`src/sv/awedb_pkg.sv`:
```
// shared types, constants and codes for the audio window energy meter
package awedb_pkg;

    localparam int HISTORY_DEPTH = 1024;
    localparam int SLOT_W        = $clog2(HISTORY_DEPTH);

    localparam int SAMPLE_W  = 16;
    localparam int SQ_W      = 31;
    localparam int SUM_W     = 40;
    localparam int WLEN_W    = 9;
    localparam int FLOOR_W   = 7;
    localparam int CFG_IDX_W = 2;
    localparam int CFG_DATA_W = 9;

    localparam logic [WLEN_W-1:0]  WLEN_RESET  = 9'd40;
    localparam logic [FLOOR_W-1:0] FLOOR_RESET = 7'd90;

    // register indexes on the configuration channel
    localparam logic [CFG_IDX_W-1:0] CFG_WINDOW_LENGTH = 2'd0;
    localparam logic [CFG_IDX_W-1:0] CFG_FLOOR_DB      = 2'd1;

    // log2 in Q.16: 6 bit exponent, 16 bit fraction
    localparam int LG_W       = 22;
    localparam int LOG_ROUNDS = 16;
    localparam int RND_W      = $clog2(LOG_ROUNDS);
    localparam logic [SUM_W-1:0] X_TOP = SUM_W'(SUM_W - 1);
    localparam logic [23:0] LOG_BIAS = 24'd30 << 16;

    // 10*log10(2) in Q.24
    localparam logic [25:0] DB_COEF = 26'd50504453;
    localparam int DBMAG_W = 15;

    localparam int DVD_W     = 21;
    localparam int DIV_STEPS = DVD_W;
    localparam int DCNT_W    = $clog2(DIV_STEPS);

    localparam logic [15:0] NORM_TMAX = 16'd49152;
    localparam logic [16:0] NORM_ONE  = 17'd16384;

    typedef enum logic [3:0] {
        ST_IDLE,
        ST_SQUARE,
        ST_ACCUM,
        ST_CLASSIFY,
        ST_LOG_NORM,
        ST_LOG_MUL,
        ST_LOG_ADJ,
        ST_LOG_END,
        ST_DB_SUB,
        ST_DB_MUL,
        ST_DB_RND,
        ST_DIV_INIT,
        ST_DIV_STEP,
        ST_DONE
    } state_t;

    typedef struct packed {
        logic in_ready;
        logic square;
        logic accum;
        logic log_load_sum;
        logic log_load_n;
        logic log_norm;
        logic log_mul;
        logic log_adj;
        logic lg_store;
        logic db_sub;
        logic db_mul;
        logic db_rnd;
        logic db_floor;
        logic db_zero;
        logic div_load;
        logic div_step;
        logic out_load;
    } cmd_t;

    typedef struct packed {
        logic in_valid;
        logic win_done;
        logic sum_zero;
        logic sum_full;
        logic log_norm_done;
        logic log_last;
        logic log_on_n;
        logic div_last;
        logic out_free;
    } status_t;

endpackage

```
`src/sv/awedb_if.sv`:
```
// request channels: sample in, level result out, register writes
interface awedb_in_if;
    import awedb_pkg::*;
    logic                       valid;
    logic                       ready;
    logic signed [SAMPLE_W-1:0] sample;
    modport source (output valid, output sample, input ready);
    modport sink (input valid, input sample, output ready);
endinterface

interface awedb_out_if;
    import awedb_pkg::*;
    logic                valid;
    logic                ready;
    logic signed [15:0]  energy_db;
    logic signed [15:0]  energy_norm;
    logic [SLOT_W-1:0]   slot_index;
    logic                pass_complete;
    modport source (output valid, output energy_db, output energy_norm,
                    output slot_index, output pass_complete, input ready);
    modport sink (input valid, input energy_db, input energy_norm,
                  input slot_index, input pass_complete, output ready);
endinterface

interface awedb_cfg_if;
    import awedb_pkg::*;
    logic                  valid;
    logic                  ready;
    logic [CFG_IDX_W-1:0]  index;
    logic [CFG_DATA_W-1:0] data;
    modport source (output valid, output index, output data, input ready);
    modport sink (input valid, input index, input data, output ready);
endinterface

```
`src/sv/awedb_ctrl.sv`:
```
// sequencer for accumulate, log2, dB scaling and normalize divide
module awedb_ctrl (
    input  logic              clk,
    input  logic              rst_n,
    input  awedb_pkg::status_t status,
    output awedb_pkg::cmd_t    cmd
);
    import awedb_pkg::*;

    state_t state_reg;
    state_t state_next;

    always_ff @(posedge clk or negedge rst_n)
    begin
        if (!rst_n)
        begin
            state_reg <= ST_IDLE;
        end
        else
        begin
            state_reg <= state_next;
        end
    end

    always_comb
    begin
        cmd        = '0;
        state_next = state_reg;
        case (state_reg)
            ST_IDLE:
            begin
                cmd.in_ready = 1'b1;
                if (status.in_valid)
                begin
                    state_next = ST_SQUARE;
                end
            end
            ST_SQUARE:
            begin
                cmd.square = 1'b1;
                state_next = ST_ACCUM;
            end
            ST_ACCUM:
            begin
                cmd.accum  = 1'b1;
                state_next = status.win_done ? ST_CLASSIFY : ST_IDLE;
            end
            ST_CLASSIFY:
            begin
                if (status.sum_zero)
                begin
                    cmd.db_floor = 1'b1;
                    state_next   = ST_DIV_INIT;
                end
                else if (status.sum_full)
                begin
                    cmd.db_zero = 1'b1;
                    state_next  = ST_DIV_INIT;
                end
                else
                begin
                    cmd.log_load_sum = 1'b1;
                    state_next       = ST_LOG_NORM;
                end
            end
            ST_LOG_NORM:
            begin
                cmd.log_norm = 1'b1;
                if (status.log_norm_done)
                begin
                    state_next = ST_LOG_MUL;
                end
            end
            ST_LOG_MUL:
            begin
                cmd.log_mul = 1'b1;
                state_next  = ST_LOG_ADJ;
            end
            ST_LOG_ADJ:
            begin
                cmd.log_adj = 1'b1;
                state_next  = status.log_last ? ST_LOG_END : ST_LOG_MUL;
            end
            ST_LOG_END:
            begin
                if (status.log_on_n)
                begin
                    state_next = ST_DB_SUB;
                end
                else
                begin
                    // keep lg(sum), then run the same unit on the window length
                    cmd.lg_store   = 1'b1;
                    cmd.log_load_n = 1'b1;
                    state_next     = ST_LOG_NORM;
                end
            end
            ST_DB_SUB:
            begin
                cmd.db_sub = 1'b1;
                state_next = ST_DB_MUL;
            end
            ST_DB_MUL:
            begin
                cmd.db_mul = 1'b1;
                state_next = ST_DB_RND;
            end
            ST_DB_RND:
            begin
                cmd.db_rnd = 1'b1;
                state_next = ST_DIV_INIT;
            end
            ST_DIV_INIT:
            begin
                cmd.div_load = 1'b1;
                state_next   = ST_DIV_STEP;
            end
            ST_DIV_STEP:
            begin
                cmd.div_step = 1'b1;
                if (status.div_last)
                begin
                    state_next = ST_DONE;
                end
            end
            ST_DONE:
            begin
                if (status.out_free)
                begin
                    cmd.out_load = 1'b1;
                    state_next   = ST_IDLE;
                end
            end
            default:
            begin
                state_next = ST_IDLE;
            end
        endcase
    end

endmodule

```
`src/sv/awedb_dp.sv`:
```
// datapath: square-sum, log2 by repeated squaring, dB multiply, divider
module awedb_dp (
    input  logic               clk,
    input  logic               rst_n,
    input  awedb_pkg::cmd_t    cmd,
    output awedb_pkg::status_t status,
    awedb_in_if.sink           audio,
    awedb_out_if.source        level,
    awedb_cfg_if.sink          cfg
);
    import awedb_pkg::*;

    logic [WLEN_W-1:0]  wlen_reg;
    logic [FLOOR_W-1:0] floor_reg;
    logic [WLEN_W-1:0]  n_eff;
    logic [FLOOR_W-1:0] f_eff;

    logic signed [SAMPLE_W-1:0] sample_reg;
    logic signed [31:0]         sq_prod;
    logic [SQ_W-1:0]            sq_reg;
    logic [SUM_W-1:0]           sum_reg, sum_next;
    logic [WLEN_W-1:0]          cnt_reg, cnt_next;
    logic [WLEN_W:0]            cnt_inc;
    logic [SLOT_W-1:0]          slot_reg, slot_next;
    logic                       slot_wrap;

    logic [SUM_W-1:0]   x_reg, x_next;
    logic [5:0]         e_reg, e_next;
    logic [31:0]        m_reg, m_next;
    logic [15:0]        frac_reg, frac_next;
    logic [63:0]        prod_reg, prod_next;
    logic [RND_W-1:0]   rnd_reg, rnd_next;
    logic               on_n_reg, on_n_next;
    logic [LG_W-1:0]    lg_sum_reg;
    logic [LG_W-1:0]    negl_reg;
    logic [23:0]        negl_diff;
    logic [47:0]        db_round;
    logic [DBMAG_W-1:0] dbmag_reg, dbmag_next;

    logic [DVD_W-1:0]   dvd_reg, dvd_next;
    logic [FLOOR_W-1:0] rem_reg, rem_next;
    logic [DCNT_W-1:0]  dcnt_reg, dcnt_next;
    logic [FLOOR_W:0]   rem_sh;
    logic               rem_ge;

    logic [15:0]        t_clamp;
    logic               out_valid_reg;
    logic signed [15:0] db_out_reg;
    logic signed [15:0] norm_out_reg;
    logic [SLOT_W-1:0]  slot_out_reg;
    logic               pass_out_reg;

    assign n_eff   = (wlen_reg == '0) ? WLEN_W'(1) : wlen_reg;
    assign f_eff   = (floor_reg == '0) ? FLOOR_W'(1) : floor_reg;
    assign sq_prod = sample_reg * sample_reg;
    assign cnt_inc = {1'b0, cnt_reg} + 1'b1;

    assign slot_wrap = (slot_reg == SLOT_W'(HISTORY_DEPTH - 1));
    assign slot_next = slot_wrap ? '0 : slot_reg + 1'b1;

    // L > 0 is clamped, so only the positive part of -L is kept
    assign negl_diff = {2'b00, e_reg, frac_reg} + LOG_BIAS - {2'b00, lg_sum_reg};
    assign db_round  = prod_reg[47:0] + 48'h0000_8000_0000;

    assign rem_sh = {rem_reg, dvd_reg[DVD_W-1]};
    assign rem_ge = (rem_sh >= {1'b0, f_eff});

    assign t_clamp = (dvd_reg > DVD_W'(NORM_TMAX)) ? NORM_TMAX : dvd_reg[15:0];

    assign audio.ready = cmd.in_ready;
    assign cfg.ready   = 1'b1;

    assign level.valid         = out_valid_reg;
    assign level.energy_db     = db_out_reg;
    assign level.energy_norm   = norm_out_reg;
    assign level.slot_index    = slot_out_reg;
    assign level.pass_complete = pass_out_reg;

    assign status.in_valid      = audio.valid;
    assign status.win_done      = (cnt_inc >= {1'b0, n_eff});
    assign status.sum_zero      = (sum_reg == '0);
    assign status.sum_full      = (sum_reg >= {1'b0, n_eff, 30'b0});
    assign status.log_norm_done = x_reg[SUM_W-1];
    assign status.log_last      = (rnd_reg == RND_W'(LOG_ROUNDS - 1));
    assign status.log_on_n      = on_n_reg;
    assign status.div_last      = (dcnt_reg == DCNT_W'(DIV_STEPS - 1));
    assign status.out_free      = !out_valid_reg || level.ready;

    always_comb
    begin
        sum_next = sum_reg;
        cnt_next = cnt_reg;
        if (cmd.accum)
        begin
            sum_next = sum_reg + SUM_W'(sq_reg);
            cnt_next = cnt_inc[WLEN_W-1:0];
        end
        else if (cmd.out_load)
        begin
            sum_next = '0;
            cnt_next = '0;
        end
    end

    // log2 unit: normalize one bit a cycle, then multiply / adjust rounds
    always_comb
    begin
        x_next    = x_reg;
        e_next    = e_reg;
        m_next    = m_reg;
        frac_next = frac_reg;
        prod_next = prod_reg;
        rnd_next  = rnd_reg;
        on_n_next = on_n_reg;
        if (cmd.log_load_sum)
        begin
            x_next    = sum_reg;
            e_next    = X_TOP[5:0];
            on_n_next = 1'b0;
        end
        else if (cmd.log_load_n)
        begin
            x_next    = SUM_W'(n_eff);
            e_next    = X_TOP[5:0];
            on_n_next = 1'b1;
        end
        else if (cmd.log_norm)
        begin
            if (x_reg[SUM_W-1])
            begin
                m_next    = x_reg[SUM_W-1 -: 32];
                frac_next = '0;
                rnd_next  = '0;
            end
            else
            begin
                x_next = {x_reg[SUM_W-2:0], 1'b0};
                e_next = e_reg - 1'b1;
            end
        end
        if (cmd.log_mul)
        begin
            prod_next = {32'b0, m_reg} * {32'b0, m_reg};
        end
        else if (cmd.db_mul)
        begin
            prod_next = {16'b0, 48'(negl_reg) * 48'(DB_COEF)};
        end
        if (cmd.log_adj)
        begin
            rnd_next = rnd_reg + 1'b1;
            if (prod_reg[63])
            begin
                m_next    = prod_reg[63:32];
                frac_next = {frac_reg[14:0], 1'b1};
            end
            else
            begin
                m_next    = prod_reg[62:31];
                frac_next = {frac_reg[14:0], 1'b0};
            end
        end
    end

    always_comb
    begin
        dbmag_next = dbmag_reg;
        if (cmd.db_floor)
        begin
            dbmag_next = {f_eff, 8'b0};
        end
        else if (cmd.db_zero)
        begin
            dbmag_next = '0;
        end
        else if (cmd.db_rnd)
        begin
            dbmag_next = db_round[32 +: DBMAG_W];
        end
    end

    // restoring divider, quotient shifts into the dividend register
    always_comb
    begin
        dvd_next  = dvd_reg;
        rem_next  = rem_reg;
        dcnt_next = dcnt_reg;
        if (cmd.div_load)
        begin
            dvd_next  = {dbmag_reg, 6'b0} + DVD_W'(f_eff >> 1);
            rem_next  = '0;
            dcnt_next = '0;
        end
        else if (cmd.div_step)
        begin
            dvd_next  = {dvd_reg[DVD_W-2:0], rem_ge};
            rem_next  = rem_ge ? FLOOR_W'(rem_sh - {1'b0, f_eff}) : rem_sh[FLOOR_W-1:0];
            dcnt_next = dcnt_reg + 1'b1;
        end
    end

    always_ff @(posedge clk or negedge rst_n)
    begin
        if (!rst_n)
        begin
            wlen_reg      <= WLEN_RESET;
            floor_reg     <= FLOOR_RESET;
            sum_reg       <= '0;
            cnt_reg       <= '0;
            slot_reg      <= '0;
            on_n_reg      <= 1'b0;
            out_valid_reg <= 1'b0;
        end
        else
        begin
            if (cfg.valid)
            begin
                case (cfg.index)
                    CFG_WINDOW_LENGTH: wlen_reg  <= cfg.data[WLEN_W-1:0];
                    CFG_FLOOR_DB:      floor_reg <= cfg.data[FLOOR_W-1:0];
                    default:           ;
                endcase
            end
            sum_reg  <= sum_next;
            cnt_reg  <= cnt_next;
            on_n_reg <= on_n_next;
            if (cmd.out_load)
            begin
                slot_reg      <= slot_next;
                out_valid_reg <= 1'b1;
            end
            else if (level.ready)
            begin
                out_valid_reg <= 1'b0;
            end
        end
    end

    always_ff @(posedge clk)
    begin
        if (cmd.in_ready && audio.valid)
        begin
            sample_reg <= audio.sample;
        end
        if (cmd.square)
        begin
            sq_reg <= sq_prod[SQ_W-1:0];
        end
        x_reg     <= x_next;
        e_reg     <= e_next;
        m_reg     <= m_next;
        frac_reg  <= frac_next;
        prod_reg  <= prod_next;
        rnd_reg   <= rnd_next;
        dbmag_reg <= dbmag_next;
        dvd_reg   <= dvd_next;
        rem_reg   <= rem_next;
        dcnt_reg  <= dcnt_next;
        if (cmd.lg_store)
        begin
            lg_sum_reg <= {e_reg, frac_reg};
        end
        if (cmd.db_sub)
        begin
            negl_reg <= negl_diff[23] ? '0 : negl_diff[LG_W-1:0];
        end
        if (cmd.out_load)
        begin
            db_out_reg   <= 16'd0 - {1'b0, dbmag_reg};
            norm_out_reg <= 16'(NORM_ONE - {1'b0, t_clamp});
            slot_out_reg <= slot_reg;
            pass_out_reg <= slot_wrap;
        end
    end

endmodule

```
`src/sv/audio_window_energy_db_meter.sv`:
```
// top level: window mean-square level meter with dB and normalized output
//
//  channel | dir | payload                                          | request
//  audio   | in  | sample                                           | one sample
//  level   | out | energy_db, energy_norm, slot_index, pass_complete| one window
//  cfg     | in  | index, data                                      | one register
//
//  a sample that does not close its window runs accept, square and add
//  closing a window adds the result pass: classify, log2 of the sum and of the window
//  length (a load, normalize shifts, multiply/adjust rounds and an end step each),
//  dB subtract, multiply and round, the divider load and steps, and the output load;
//  a zero or full-scale window goes straight from classify to the divider
//  the finished result waits in an output register; a stall there holds the
//  sequencer only at the load, after the whole result pass is done
//  reset clears the sum, count and slot at once; cfg is always ready
module audio_window_energy_db_meter (
    input  logic        clk,
    input  logic        rst_n,
    awedb_in_if.sink    audio,
    awedb_out_if.source level,
    awedb_cfg_if.sink   cfg
);
    import awedb_pkg::*;

    cmd_t    cmd;
    status_t status;

    awedb_ctrl u_ctrl (
        .clk    (clk),
        .rst_n  (rst_n),
        .status (status),
        .cmd    (cmd)
    );

    awedb_dp u_dp (
        .clk    (clk),
        .rst_n  (rst_n),
        .cmd    (cmd),
        .status (status),
        .audio  (audio),
        .level  (level),
        .cfg    (cfg)
    );

    // a result is never loaded over one that has not been taken
    assert property (@(posedge clk) disable iff (!rst_n)
        cmd.out_load |-> (!level.valid || level.ready))
        else $error("result overwritten before it was taken");

    // a new result shows up only right after the sequencer loads it
    assert property (@(posedge clk) disable iff (!rst_n)
        $rose(level.valid) |-> $past(cmd.out_load))
        else $error("result valid without a load");

    // no sample is taken during the log2 normalize, adjust or divider steps of the result pass
    assert property (@(posedge clk) disable iff (!rst_n)
        audio.ready |-> !(cmd.div_step || cmd.log_adj || cmd.log_norm))
        else $error("sample accepted during result pass");

    assert property (@(posedge clk) disable iff (!rst_n)
        (audio.valid && audio.ready) |=> cmd.square)
        else $error("accepted sample not squared next cycle");

endmodule

```
`src/flat_wrapper.sv`:
```
// flat-port wrapper written by rule: the top's interface ports become plain ports
module audio_window_energy_db_meter_flat import awedb_pkg::*;
  (clk, rst_n, audio_valid, audio_sample, audio_ready, level_valid, level_energy_db, level_energy_norm, level_slot_index, level_pass_complete, level_ready, cfg_valid, cfg_index, cfg_data, cfg_ready);
  awedb_in_if audio_i ();
  awedb_out_if level_i ();
  awedb_cfg_if cfg_i ();
  input  logic clk;
  input  logic rst_n;
  input wire logic [$bits(audio_i.valid)-1:0] audio_valid;
  input wire logic [$bits(audio_i.sample)-1:0] audio_sample;
  output wire logic [$bits(audio_i.ready)-1:0] audio_ready;
  output wire logic [$bits(level_i.valid)-1:0] level_valid;
  output wire logic [$bits(level_i.energy_db)-1:0] level_energy_db;
  output wire logic [$bits(level_i.energy_norm)-1:0] level_energy_norm;
  output wire logic [$bits(level_i.slot_index)-1:0] level_slot_index;
  output wire logic [$bits(level_i.pass_complete)-1:0] level_pass_complete;
  input wire logic [$bits(level_i.ready)-1:0] level_ready;
  input wire logic [$bits(cfg_i.valid)-1:0] cfg_valid;
  input wire logic [$bits(cfg_i.index)-1:0] cfg_index;
  input wire logic [$bits(cfg_i.data)-1:0] cfg_data;
  output wire logic [$bits(cfg_i.ready)-1:0] cfg_ready;
  assign audio_i.valid = audio_valid;
  assign audio_i.sample = audio_sample;
  assign audio_ready = audio_i.ready;
  assign level_valid = level_i.valid;
  assign level_energy_db = level_i.energy_db;
  assign level_energy_norm = level_i.energy_norm;
  assign level_slot_index = level_i.slot_index;
  assign level_pass_complete = level_i.pass_complete;
  assign level_i.ready = level_ready;
  assign cfg_i.valid = cfg_valid;
  assign cfg_i.index = cfg_index;
  assign cfg_i.data = cfg_data;
  assign cfg_ready = cfg_i.ready;
  audio_window_energy_db_meter u_core (.clk(clk), .rst_n(rst_n), .audio(audio_i), .level(level_i), .cfg(cfg_i));
endmodule
```
`config.mk`:
```
export PLATFORM = sky130hd
export DESIGN_NAME = audio_window_energy_db_meter_flat
export DESIGN_NICKNAME = d
export VERILOG_FILES = /design/src/sv/awedb_pkg.sv /design/src/sv/awedb_if.sv /design/src/sv/awedb_ctrl.sv /design/src/sv/awedb_dp.sv /design/src/sv/audio_window_energy_db_meter.sv /design/src/flat_wrapper.sv
export SDC_FILE = /design/constraint.sdc
export NUM_CORES = 2
export LEC_CHECK = 0
export BUFFER_PORTS_ARGS = -buffer_cell sky130_fd_sc_hd__buf_4
export CAP_MARGIN = 20
export CELL_PAD_IN_SITES_DETAIL_PLACEMENT = 1
export CELL_PAD_IN_SITES_GLOBAL_PLACEMENT = 1
export CORE_MARGIN = 2
export CORE_UTILIZATION = 48
export CTS_CLUSTER_DIAMETER = 100
export DETAILED_ROUTE_END_ITERATION = 7
export PLACE_DENSITY = 0.76
export SLEW_MARGIN = 10
export SYNTH_ARGS = -nofsm -noshare
export SYNTH_HDL_FRONTEND = slang
export SYNTH_SLANG_ARGS = --single-unit
```
`constraint.sdc`:
```
create_clock -name clk -period 8.7 [get_ports clk]
set_clock_uncertainty 0.2 [all_clocks]
set_input_delay 0.435 -clock clk [delete_from_list [all_inputs] [get_ports clk]]
set_output_delay 0.435 -clock clk [all_outputs]
set_load 0.02 [all_outputs]
```
# Word level (Yosys, flattened, before mapping)
# Index checks and enable logic that the tools add are counted.
[totals]
register_bits = 425
elab_cells = 171
output_inout_bits = 46
inputBits = 32
[op_classes]
bitwise_logic = 1
order_cmp = 4
n_mul = 3
n_mux = 73
eq_ne = 24
addsub = 13
reduce_logical = 25
[op_table]
columns = ["op", "count"]
rows = [
  ["40-bit two-way mux", 6],
  ["32-bit two-way mux", 6],
  ["64-bit two-way mux", 2],
  ["16-bit two-way mux", 6],
  ["32-bit by 32-bit multiplier with 64-bit output", 1],
  ["4-bit case mux with 14 select lines", 1],
  ["22-bit by 26-bit multiplier with 48-bit output, second input constant", 1],
  ["4-bit two-way mux", 12],
  ["47-bit by 32-bit adder with 47-bit output, second input constant", 1],
  ["15-bit two-way mux", 3],
  ["21-bit two-way mux", 2],
  ["40-bit by 31-bit adder with 40-bit output", 1],
  ["40-bit by 39-bit greater-or-equal comparator with 1-bit output", 1],
  ["40-bit zero test", 1],
  ["16-bit by 16-bit multiplier with 31-bit output", 1],
  ["4-bit == test, second input constant", 7],
  ["9-bit two-way mux", 3],
  ["1-bit two-way mux", 26],
  ["23-bit by 22-bit subtractor with 24-bit output", 1],
  ["22-bit by 21-bit adder with 23-bit output, second input constant", 1],
  ["21-bit by 6-bit adder with 21-bit output", 1],
  ["21-bit by 16-bit greater-than comparator with 1-bit output, second input constant", 1],
  ["4-bit by 3-bit == test with 1-bit output, second input constant", 4],
  ["1-bit by 15-bit subtractor with 16-bit output, first input constant", 1],
  ["33 further kinds", 53],
]

# Longest topological paths before layout
[logic_depth]
ltp_word = 8
ltp_mapped = 31
depth_no_buf = 30

# Hierarchy
# Synthesis repeated with hierarchy kept, for this count alone.
[unflattened]
cells_unflattened = 6389
area_unflattened_um2 = 63708.6
[modules_own_cells]
columns = ["module", "instances", "cells_per_inst", "seq_area_each_um2", "area_per_inst_um2"]
rows = [
  ["awedb_dp", 1, 6323, 11043.1, 63208.1],
  ["awedb_ctrl", 1, 66, 100.1, 500.5],
]

# Least setup slack after synthesis
# Ideal clock, no wire load.
[synth_timing]
kind = "reg-to-reg"
startpoint = "register u_core.u_dp.m_reg[2]"
endpoint = "register u_core.u_dp.prod_reg[57] (data pin)"
setup_ns = 0.266
path_slack_ns = 0.635
stages_incl_launch_ff = 31
synth_period_minus_slack_ns = 8.065
t_arrival_ns = 7.599
t_required_ns = 8.234
n_path_buf = 2
path_cell_list = "edfxtp_1 clkbuf_1 buf_1 nand2_1 fa_1 inv_1 fa_1 inv_1 fa_1 fa_1 inv_1 fa_1 inv_1 fa_1 inv_1 fa_1 inv_1 fa_1 inv_1 ha_1 a21oi_1 o21ai_0 a22oi_1 a31oi_1 or3_4 o211ai_2 nand3_2 a221o_1 a311oi_2 xor2_1 nor2_1"
[synth_between]
elab_chain_cells = 2
[synth_rtl]
columns = ["item", "line", "source"]
rows = [
  ["start, declared", "awedb_dp.sv:29", "logic [31:0] m_reg, m_next;"],
  ["start signal, assigned", "awedb_dp.sv:251", "m_reg <= m_next;"],
  ["32-bit by 32-bit multiplier with 64-bit output", "awedb_dp.sv:143", "prod_next = {32'b0, m_reg} * {32'b0, m_reg};"],
  ["64-bit two-way mux", "awedb_dp.sv:141", "if (cmd.log_mul)"],
  ["end signal, assigned", "awedb_dp.sv:253", "prod_reg <= prod_next;"],
  ["end, declared", "awedb_dp.sv:31", "logic [63:0] prod_reg, prod_next;"],
]
# Every way passes these cells.
# A chain may end at the register's enable or synchronous reset.

# Worst setup path in the final report
[layout_timing]
startpoint = "register u_core.u_dp.m_reg[13]"
endpoint = "register u_core.u_dp.prod_reg[57] (data pin)"
# The elaborated chain is that of the path after synthesis.

==> metrics.md <==
| Metric | Value |
|---|---|
| Synth top area share | `35.97%` |
| Mapped cell area | `0.06301 mm2` |
| First-pass GRT wire length | `285600 um` |
| Yosys reg bits | `393` |
| Vias in the first global route | `51870` |
| Max stage delay on crit path | `around 0.56 ns` |
| Max-slew headroom | `roughly a quarter` |
| HPWL after DPL | `147200 um` |
| Async S/R FF share, synth | `roughly 21%` |
| Critical path capture point type | `flip-flop` |
| Slew Viols, Final | `0` |
| Most Used Layer, Global Route | `met2` |
| Reg clk slew, reported paths | `0.07 ns` |
| WL final | `about 180000 um` |
| Crit path launch type | `flip-flop` |
| Vias per inst | `5.349` |
| Die X | `approximately 370 um` |
| Worst hold path class | `input pin to flip-flop` |
| MaxCap Viol Count | `0` |
| IO Pins | `78` |
| Area Overhead vs Synth | `8.775%` |
| # rows | `132` |
| Die Y | `around 370 um` |
| Initial antenna violation count | `9` |
| Commonest non-fill, non-tap cells in the layout | `inv_1 (1530), fa_1 (1132), ha_1 (708)` |
| Reg-to-reg endpoint | `u_core.u_dp.prod_reg[57]` |
| Crit-path max FO | `11` |
| Syn_area_per_cell | `between 9 and 10 um2` |
| Worst R2R Path Depth | `25` |
| GPL Wtd Cong | `0.8971` |
| Sequential element share of the synthesized area | `approximately 18%` |
| Dpl cells | `about 8200` |
| Number of endpoints failing setup at the final stage | `0` |
| Share of cells above drive strength 1 | `6.174%` |
| Cell taking the most area after synthesis | `fa_1` |
| GRT Util Overall | `27.03%` |
| Post-route DRC | `0` |
| Vias | `around 44000` |
| Die Footprint | `roughly 0.13 mm2` |
| Crit share post-route | `97.60%` |
| Clock Root Buffer | `clkbuf_16` |
| CTS Buf Count | `52` |
| Final min period | `8.491 ns` |
| Dpl ws | `-0.1080 ns` |
| Reg-to-reg startpoint | `u_core.u_dp.m_reg[13]` |
| Clock Path Buffers | `3` |
| Final std cells w/o fill | `8303` |
| Wirelength per Cell | `21.16 um` |
| CTS tree | `yes` |
| Clk Latency, worst-skew pair | `around 0.65 ns` |
| CP required | `8.87 ns` |
| Outcome | `completed` |
| Hold EP | `u_core.u_dp.wlen_reg[7]` |
| Initial Utilization | `48.54%` |
| Hold depth | `5` |
| CTS Sinks | `393` |
| Synthesized instance count | `6393` |
| Hold path startpoint | `cfg_index[1]` |
| Final hold viol count | `0` |
| EDFF count, synth | `286` |
| R2R setup slack | `0.21 ns` |
| Core Util, Final | `52.80%` |
| Top area cells in the synthesized netlist | `fa_1 (36%), ha_1 (14%), edfxtp_1 (14%), inv_1 (9.1%), nand2_1 (3.7%)` |
| Syn. warnings | `0` |
| Antenna-violating nets left | `0` |
| Slowest stage cell, crit path | `fa_1` |
| Initial DRC count | `between 2000 and 2500` |
| Synth unique cells | `83` |
| Met2 usage | `49.47%` |
| Worst Slack Setup Final | `0.2088 ns` |
| Met3 Use GR | `about 3%` |
| WP data arrival | `8.66 ns` |
| Commonest non-fill, non-tap cell in the layout | `inv_1` |
| Largest net degree at the start of global routing | `76` |
| M1 GR Usage | `33.59%` |
| Primary FF master, synth | `edfxtp_1` |
| Cell mode on critical path | `fa_1` |
| Final nets | `~8400` |
| Port Buffer Count | `76` |
| Drt pass-1 iters | `5` |
| Core Area | `0.1298 mm2` |
| WS Path Type | `flip-flop to flip-flop` |
| Overflow after GRT | `0` |
| Mapped Nets | `approximately 8300` |
| Fmax | `117.8 MHz` |
| CTS H-tree lvls | `2` |
| Worst-Margin Slew | `1.134 ns` |
==> Yosys cell counts (13+ instances only) <==
| cell | number |
|---|---|
| nor2b_1 | 40 |
| nor4_1 | 19 |
| xor2_1 | 101 |
| nand4_1 | 37 |
| o31ai_1 | 14 |
| mux2i_1 | 38 |
| xnor2_1 | 134 |
| a21o_1 | 109 |
| nand3_1 | 64 |
| and3_1 | 23 |
| a31o_2 | 17 |
| ha_1 | 710 |
| a31oi_1 | 19 |
| nand2_1 | 624 |
| o21ai_0 | 196 |
| o21ai_1 | 33 |
| dfxtp_1 | 26 |
| nor3b_1 | 13 |
| inv_1 | 1531 |
| nand2b_1 | 38 |
| clkbuf_1 | 187 |
| dfrtp_1 | 75 |
| nor3_1 | 36 |
| fa_1 | 1132 |
| edfxtp_1 | 286 |
| and2_1 | 308 |
| nor2_1 | 209 |
| o21bai_1 | 15 |
| a21oi_1 | 177 |
==> cells by family after synthesis <==
| logic type | share of synthesized area, % |
|---|---|
| buffers and inverters | 10.33 |
| other | 0.005952 |
| DFF | 17.69 |
| xor gates and xnor gates | 3.267 |
| and+or+nand+nor | 10.96 |
| muxes | 0.7824 |
| adders and majority gates | 50.07 |
| AOI/OAI and AO/OA | 6.907 |
==> how the worst max path moves through the flow <==
stage / from / to
3_3_place_gp: u_core.u_dp.m_reg[2] / u_core.u_dp.prod_reg[63]
3_5_place_dp: u_core.u_dp.m_reg[14] / u_core.u_dp.prod_reg[59]
4_1_cts: u_core.u_dp.m_reg[7] / u_core.u_dp.prod_reg[63]
5_1_grt: u_core.u_dp.m_reg[15] / u_core.u_dp.prod_reg[59]
6_report: u_core.u_dp.m_reg[13] / u_core.u_dp.prod_reg[57]
2_1_floorplan: u_core.u_dp.m_reg[2] / u_core.u_dp.prod_reg[57]
==> timing repair <==
item | in CTS | in global routing
pin swaps | 0 | 8
endpoints found under the hold margin | 72 | 0
buffers inserted | 5 | 18
resized for setup | 1 | 17
hold buffers | 27 | 0
setup endpoints to repair | 9 | 21
==> final cells by class <==
class	instances	area (um2)
inverters	1533	5754
diodes	1	2.502
multi-input cells	4270	45480
well taps	1742	2180
clock inverters	33	360.3
fillers	14550	61280
flip-flops and latches	393	11140
clock buffers	64	1418
repair buffers	267	2200
==> critical path: cells and delay by family (launching register included) <==
| kind | cells | cell delay (ns) |
|---|---|---|
| AO/OA/AOI/OAI | 7 | 1.54 |
| flip-flops | 1 | 0.52 |
| AND/OR/NAND/NOR | 4 | 0.81 |
| adder cells (fa/ha/maj) | 9 | 4.44 |
| XOR/XNOR | 1 | 0.19 |
| buffers and inverters | 4 | 0.50 |
==> per-stage QoR <==
step / TNS [ns] / hold slack [ns] / instance area, um2
global route: -0.1638 / 0.09859 / 68540
floorplan: 0 / -0.06059 / 63010
global placement: 0 / 0.05073 / 66170
CTS: 0 / 0.04215 / 68270
detailed placement: -0.3097 / 0.05144 / 66180
finish: 0 / 0.08422 / 68540
==> per-layer routing <==
layer | vias to the layer above | routed length [um]
met2 | 848 | 92090
met5 | - | 52
met4 | 8 | 5144
li1 | 20070 | -
met1 | 23210 | 70950
met3 | 279 | 7458
Power is left out: the tool's default activity adds up to more than one toggle a clock period on the data nets, which glitch-free logic cannot reach.
